File: config.mk
export PLATFORM = sky130hd
export DESIGN_NAME = int_to_decimal_ascii_core
export DESIGN_NICKNAME = d
export VERILOG_FILES = /design/src/sv/itda_pkg.sv /design/src/sv/int_to_decimal_ascii_core.sv
export VERILOG_INCLUDE_DIRS = /design/src /design/src/sv
export SDC_FILE = /design/constraint.sdc
export NUM_CORES = 1
export LEC_CHECK = 0
export BUFFER_PORTS_ARGS = -buffer_cell sky130_fd_sc_hd__buf_2
export CAP_MARGIN = 20
export CORE_UTILIZATION = 29
export CTS_BUF_LIST = sky130_fd_sc_hd__clkbuf_4 sky130_fd_sc_hd__clkbuf_8
export DETAILED_ROUTE_END_ITERATION = 6
export GPL_ROUTABILITY_DRIVEN = 0
export HOLD_SLACK_MARGIN = 0.06
export PLACE_DENSITY = 0.42
export SKIP_CTS_REPAIR_TIMING = 1
export SYNTH_ARGS = -nofsm -noshare
export SYNTH_HDL_FRONTEND = slang
export SYNTH_SLANG_ARGS = --single-unit
File: constraint.sdc
create_clock -name clk_i -period 16.3 [get_ports clk_i]
set_input_delay 3.26 -clock clk_i [delete_from_list [all_inputs] [get_ports clk_i]]
set_output_delay 3.26 -clock clk_i [all_outputs]
set_load 0.03 [all_outputs]
File: src/sv/int_to_decimal_ascii_core_defines.svh
// ----------------------------------------------------------------------------
// Assertion macros for the decimal ASCII converter
// Concurrent assertion wrappers, compiled out when NO_ASSERTIONS is defined.
// ----------------------------------------------------------------------------
`ifndef INT_TO_DECIMAL_ASCII_CORE_DEFINES_SVH
`define INT_TO_DECIMAL_ASCII_CORE_DEFINES_SVH

`ifndef NO_ASSERTIONS
// Property that must hold on every clock edge outside reset.
`define ITDA_ASSERT(name, prop) \
  name: assert property (@(posedge clk_i) disable iff (!rst_ni) (prop)) \
    else $error("itda assertion failed");
// Implication from one cycle to the next, outside reset.
`define ITDA_ASSERT_NEXT(name, ante, cons) \
  name: assert property (@(posedge clk_i) disable iff (!rst_ni) (ante) |=> (cons)) \
    else $error("itda assertion failed");
`else
`define ITDA_ASSERT(name, prop)
`define ITDA_ASSERT_NEXT(name, ante, cons)
`endif

`endif

File: src/sv/itda_pkg.sv
// ----------------------------------------------------------------------------
// itda_pkg
// Types, character codes and conversion helpers for the decimal converter.
// ----------------------------------------------------------------------------
package itda_pkg;

  localparam int unsigned VALUE_W        = 32;
  localparam int unsigned NUM_DIGITS     = 10;
  localparam int unsigned DD_STAGES      = 4;
  localparam int unsigned BITS_PER_STAGE = VALUE_W / DD_STAGES;

  localparam logic [7:0] CH_ZERO  = 8'd48;
  localparam logic [7:0] CH_MINUS = 8'd45;
  localparam logic [3:0] DIG_MAX  = 4'd9;

  typedef logic [NUM_DIGITS-1:0][3:0] bcd_t;

  typedef struct packed {
    logic               neg;
    logic [VALUE_W-1:0] mag;
    bcd_t               bcd;
  } pipe_t;

  // One pipeline stage of shift-and-add-3 conversion: consumes the top
  // BITS_PER_STAGE bits of the magnitude.
  function automatic pipe_t dd_stage(pipe_t p);
    pipe_t r;
    r = p;
    for (int s = 0; s < BITS_PER_STAGE; s++) begin
      for (int d = 0; d < NUM_DIGITS; d++) begin
        if (r.bcd[d] > 4'd4) begin
          r.bcd[d] = r.bcd[d] + 4'd3;
        end
      end
      r.bcd = {r.bcd[NUM_DIGITS-1][2:0], r.bcd[NUM_DIGITS-2:0], r.mag[VALUE_W-1]};
      r.mag = {r.mag[VALUE_W-2:0], 1'b0};
    end
    return r;
  endfunction

  // Position of the most significant nonzero digit, zero when all are zero.
  function automatic logic [3:0] top_digit(bcd_t b);
    logic [3:0] idx;
    idx = '0;
    for (int d = 1; d < NUM_DIGITS; d++) begin
      if (b[d] != 4'd0) begin
        idx = 4'(d);
      end
    end
    return idx;
  endfunction

endpackage

File: src/sv/int_to_decimal_ascii_core.sv
// ----------------------------------------------------------------------------
// int_to_decimal_ascii_core
// Signed 32-bit integer to decimal ASCII text, one character per item out.
// ----------------------------------------------------------------------------
// Each accepted value leaves as a run of 1 to 11 characters: a '-' for a
// negative value, then the decimal digits most significant first with no
// leading zeros, and last_o high on the final character. Zero gives "0", and
// the most negative value gives "-2147483648". The conversion runs through a
// five-register pipeline (magnitude capture, then four shift-and-add-3 stages
// of eight bits each), and the first character of a value reaches the output
// from the serializer register that follows the last stage. The character
// serializer at the end sends one character per cycle while out_ready_i is
// high, so a value occupies the output for its whole run of characters, and
// the next value waits until that run ends. While the serializer is busy,
// the pipeline keeps accepting values until every stage is full; the
// serializer loads the next value in the same cycle as the final character of
// the current one is taken, so when the last stage holds a value, runs follow
// each other with no gap.
`include "int_to_decimal_ascii_core_defines.svh"

module int_to_decimal_ascii_core
  import itda_pkg::*;
(
  input  logic                      clk_i,
  input  logic                      rst_ni,
  input  logic                      value_valid_i,
  output logic                      value_ready_o,
  input  logic signed [VALUE_W-1:0] value_i,
  output logic                      out_valid_o,
  input  logic                      out_ready_i,
  output logic [7:0]                ascii_char_o,
  output logic                      last_o
);

  // Pipeline stage registers: stage 0 holds sign and magnitude, stages 1 to
  // DD_STAGES hold the partially converted BCD digits.
  pipe_t              stg_q [DD_STAGES+1];
  logic [DD_STAGES:0] vld_q;
  logic [DD_STAGES:0] rdy;

  // Serializer registers.
  logic       ser_v_q;
  logic       ser_sgn_q;
  logic [3:0] ser_idx_q;
  bcd_t       ser_bcd_q;

  logic out_fire;
  logic ser_rdy;
  logic char_legal;

  assign out_fire = out_valid_o && out_ready_i;

  // The serializer takes a new value when empty, or when its final character
  // leaves in this cycle.
  assign ser_rdy = !ser_v_q || (out_fire && last_o);

  // A stage moves on when it is empty or its successor moves on.
  always_comb begin
    rdy[DD_STAGES] = !vld_q[DD_STAGES] || ser_rdy;
    for (int k = DD_STAGES - 1; k >= 0; k--) begin
      rdy[k] = !vld_q[k] || rdy[k+1];
    end
  end

  assign value_ready_o = rdy[0];

  // Valid bits travel with the data through the stages.
  always_ff @(posedge clk_i or negedge rst_ni) begin
    if (!rst_ni) begin
      vld_q <= '0;
    end else begin
      if (rdy[0]) begin
        vld_q[0] <= value_valid_i;
      end
      for (int k = 1; k <= DD_STAGES; k++) begin
        if (rdy[k]) begin
          vld_q[k] <= vld_q[k-1];
        end
      end
    end
  end

  // Stage payloads. The magnitude is taken as an unsigned 32-bit number, so
  // negating the most negative value yields its correct magnitude.
  always_ff @(posedge clk_i) begin
    if (rdy[0] && value_valid_i) begin
      stg_q[0].neg <= value_i[VALUE_W-1];
      stg_q[0].mag <= value_i[VALUE_W-1] ? (VALUE_W'(0) - VALUE_W'(value_i))
                                         : VALUE_W'(value_i);
      stg_q[0].bcd <= '0;
    end
    for (int k = 1; k <= DD_STAGES; k++) begin
      if (rdy[k] && vld_q[k-1]) begin
        stg_q[k] <= dd_stage(stg_q[k-1]);
      end
    end
  end

  // Serializer control. The sign goes out first, then the digits from the
  // top nonzero one down to the units.
  always_ff @(posedge clk_i or negedge rst_ni) begin
    if (!rst_ni) begin
      ser_v_q   <= 1'b0;
      ser_sgn_q <= 1'b0;
      ser_idx_q <= '0;
    end else if (ser_rdy) begin
      ser_v_q <= vld_q[DD_STAGES];
      if (vld_q[DD_STAGES]) begin
        ser_sgn_q <= stg_q[DD_STAGES].neg;
        ser_idx_q <= top_digit(stg_q[DD_STAGES].bcd);
      end
    end else if (out_fire) begin
      if (ser_sgn_q) begin
        ser_sgn_q <= 1'b0;
      end else begin
        ser_idx_q <= ser_idx_q - 4'd1;
      end
    end
  end

  always_ff @(posedge clk_i) begin
    if (ser_rdy && vld_q[DD_STAGES]) begin
      ser_bcd_q <= stg_q[DD_STAGES].bcd;
    end
  end

  assign out_valid_o  = ser_v_q;
  assign ascii_char_o = ser_sgn_q ? CH_MINUS : (CH_ZERO + {4'd0, ser_bcd_q[ser_idx_q]});
  assign last_o       = !ser_sgn_q && (ser_idx_q == 4'd0);

  assign char_legal = (ascii_char_o == CH_MINUS) ||
                      ((ascii_char_o >= CH_ZERO) && (ascii_char_o <= CH_ZERO + 8'(DIG_MAX)));

  // Every character sent is a minus sign or a decimal digit.
  `ITDA_ASSERT(a_char_legal, !out_valid_o || char_legal)
  // The digit pointer stays inside the ten digit positions.
  `ITDA_ASSERT(a_idx_range, !ser_v_q || ser_idx_q <= DIG_MAX)
  // A minus sign is always followed by a digit of the same run.
  `ITDA_ASSERT_NEXT(a_minus_then_digit, out_fire && ascii_char_o == CH_MINUS, out_valid_o && ascii_char_o != CH_MINUS)

endmodule
==> flow_metrics.env <==
export IMPL_syn2layout_area_growth_pct=8.98
export IMPL_clock_latency_ns=0.67
export IMPL_clock_sinks=238
export IMPL_holdWs_ns=0.417
export IMPL_grt_overflow_total=0
export IMPL_path_clk_slew_ns=0.08
export IMPL_row_count=111
export IMPL_ctsHtreeMaxLevel=2
export IMPL_grt_first_pass_wirelength_microns=108000
export IMPL_synth_seq_area_share_pct=26.2
export IMPL_ys_ff_latch=238
export IMPL_dr_pass1_iters=5
export IMPL_die_h_microns=308
export IMPL_timing_final_crit_share_pct=52.2
export IMPL_status="finished clean"
export IMPL_seq_area_sq_um=7090
export IMPL_worstSetupEndpointType="flip-flop"
export IMPL_finish_net_count=3488
export IMPL_io_pins=47
export IMPL_start_kind="flip-flop"
export IMPL_vias=23900
export IMPL_antenna_found_initial=1
export IMPL_root_buffer="clkbuf_8"
export IMPL_wl_per_cell_microns=13.9
export IMPL_netlist_top_cells_area="edfxtp_1, ha_1, mux2i_1"
export IMPL_critPathKind="flip-flop to flip-flop"
export IMPL_tightestPinTransition_ns=1.04
export IMPL_synth_most_common_cell="nor2_1"
export IMPL_path_max_fanout=12
export IMPL_die_area_sq_um=94600
export IMPL_ys_flop_type="edfxtp_1"
export IMPL_postSynthCellCount=3328
export IMPL_synth_top_area_cell="edfxtp_1"
export IMPL_cts_tree="built"
export IMPL_fp_dieW_microns=308
export IMPL_numCtsBuffers=47
export IMPL_rsz0062_at_grt="false"
export IMPL_hold_viol_final=0
export IMPL_hold_path_class="flip-flop to flip-flop"
export IMPL_worstPathArrival_ns=8.86
export IMPL_synth_area_per_cell_sq_um=8.14
export IMPL_start_util_pct=29.4
export IMPL_finalClockSkew_ns=0.0735
export IMPL_worstPathRequired_ns=16.65
export IMPL_core_area_sq_um=92100
export IMPL_drv_cap=0
export IMPL_drc=0
export IMPL_ys_types=119
export IMPL_clock_fmax_ghz=0.118
export IMPL_fill_cells=9728
export IMPL_clockBufferDepth=3
export IMPL_grt_pass1_vias=22000
export IMPL_dr_first_iter_drc_count=1375
export IMPL_synth_warning_count=0
export IMPL_synthesis_area_sq_um=27100
export IMPL_io_buffers=43
export IMPL_async_flop_share_pct=4.62
export IMPL_crit_start="stg_q[0][239]"
export IMPL_grtUsageTotal_pct=13.2
export IMPL_postRouteAntennaNets=0
export IMPL_setup_viol=0
export IMPL_regToRegStartpoint="stg_q[0][239]"
export IMPL_slew_headroom_pct=31.0
export IMPL_yosysTopAreaCellShare_pct=25.2
export IMPL_dp_hpwl_microns=47400
export IMPL_min_period_ns=8.50
export IMPL_final_layout_size_suffix_gt1_share_pct=9.45
export IMPL_via_per_inst=5.20
export IMPL_crit_top_cell="ha_1"
export IMPL_synth_edf_count=227
export IMPL_grt_max_degree=42
export IMPL_cp_slowest_cell="mux2i_1"
export IMPL_setup_tns_final_ns=0
export IMPL_multi_input_area_sq_um=18700
export IMPL_routed_wl_microns=63800
export IMPL_final_max_slew_viol_count=0
export IMPL_synth_top_cells_by_count="nor2_1, nand2_1, o21ai_0"
export IMPL_max_stage_delay_ns=0.64
export IMPL_worstHoldStart="stg_q[0][48]"
## worst max-delay path, delay by kind of cell, from the launching register on
family,cells,cell delay [ns]
multiplexers,3,1.61
buffers and inverters,3,0.41
XOR/XNOR,2,0.50
AND/OR/NAND/NOR,9,1.72
flip-flops,1,0.56
adder cells (fa/ha/maj),6,1.92
AO/OA/AOI/OAI,10,1.49
## stage by stage
step / instance area, sq um / util, % / std cells / setup WS (ns)
detailed placement: 28500 / 31.0 / 4502 / 7.94
floorplan: 27100 / - / 3329 / 8.89
finish: 29500 / 32.1 / 4589 / 7.80
global placement: 28500 / 31.0 / 4502 / 7.96
global route: 29500 / 32.1 / 4589 / 6.89
CTS: 29500 / 32.1 / 4588 / 7.87
## final timing paths
| kind | to | slack, ns | cells after the start |
|---|---|---|---|
| max | stg_q[0][325] | 7.80 | 33 |
| min | stg_q[0][129] | 0.42 | 0 |
| max reg2reg | stg_q[0][325] | 7.80 | 33 |
| min reg2reg | stg_q[0][129] | 0.42 | 0 |
| max in group asynchronous | ser_idx_q[1] | 13.57 | 1 |
| min in group asynchronous | vld_q[1] | 2.50 | 1 |
## cells in the final DEF (no fill, tap or decap), types with 19 or more instances in the layout
master,instances
inv_1,188
buf_2,43
xnor2_1,121
or3_1,35
a211oi_1,36
o31ai_1,31
o22ai_1,34
xor2_1,32
nand2_1,280
edfxtp_1,227
nor4_1,27
nand3_1,80
o21bai_1,20
nand4_1,30
nor3_1,106
a31oi_1,48
or4_1,19
o211ai_1,36
clkbuf_8,50
a21oi_1,249
and3_1,21
o21ai_0,250
mux2_2,64
and2_1,39
a21boi_0,31
nor2b_1,41
mux2i_1,153
or2_2,26
a21o_1,45
o221ai_1,25
ha_1,144
nor2_1,287
buf_4,29
nand2b_1,66
o21a_1,41
## logic make-up (layout without fill, tap and decap cells)
group                    count (synthesis)  count (layout)  share of synthesized area [%]
other                                    2               4                         0.0277
flip-flops                             238             238                           26.2
buffers and inverters                  332             348                           4.81
XOR/XNOR                               160             160                           5.39
AO/OA/AOI/OAI                         1094            1094                           27.1
AND/OR/NAND/NOR                       1125            1125                           20.5
multiplexers                           228             228                           9.16
adder cells (fa/ha/maj)                149             149                           6.84
## registers in the layout, summed over array words and instances (netlist names)
| register | flops |
|---|---|
| ser_idx_q | 4 |
| vld_q | 5 |
| ser_bcd_q | 40 |
| ser_sgn_q | 1 |
| out_valid_o | 1 |
| stg_q | 187 |
## area by class of cell
cell class,instances,share of cell area [%]
Tap cell,1243,5.27
Timing Repair Buffer,72,1.47
Clock inverter,25,0.754
Clock buffer,61,2.61
Inverter,190,2.42
Antenna cell,1,0.00848
Multi-Input combinational cell,2759,63.5
Sequential cell,238,24.0
## metal layers
metal  wire length [microns]  share of wire [%]  GRT usage (%)
met5                       0                  0              0
met3                    1760                2.8           1.70
met1                   31600                 50           17.8
met2                   29500                 46           22.2
met4                     990                1.6           3.29
Power is not shown: default switching activity piles up to over one toggle a cycle in this logic, so the estimate is an artifact.
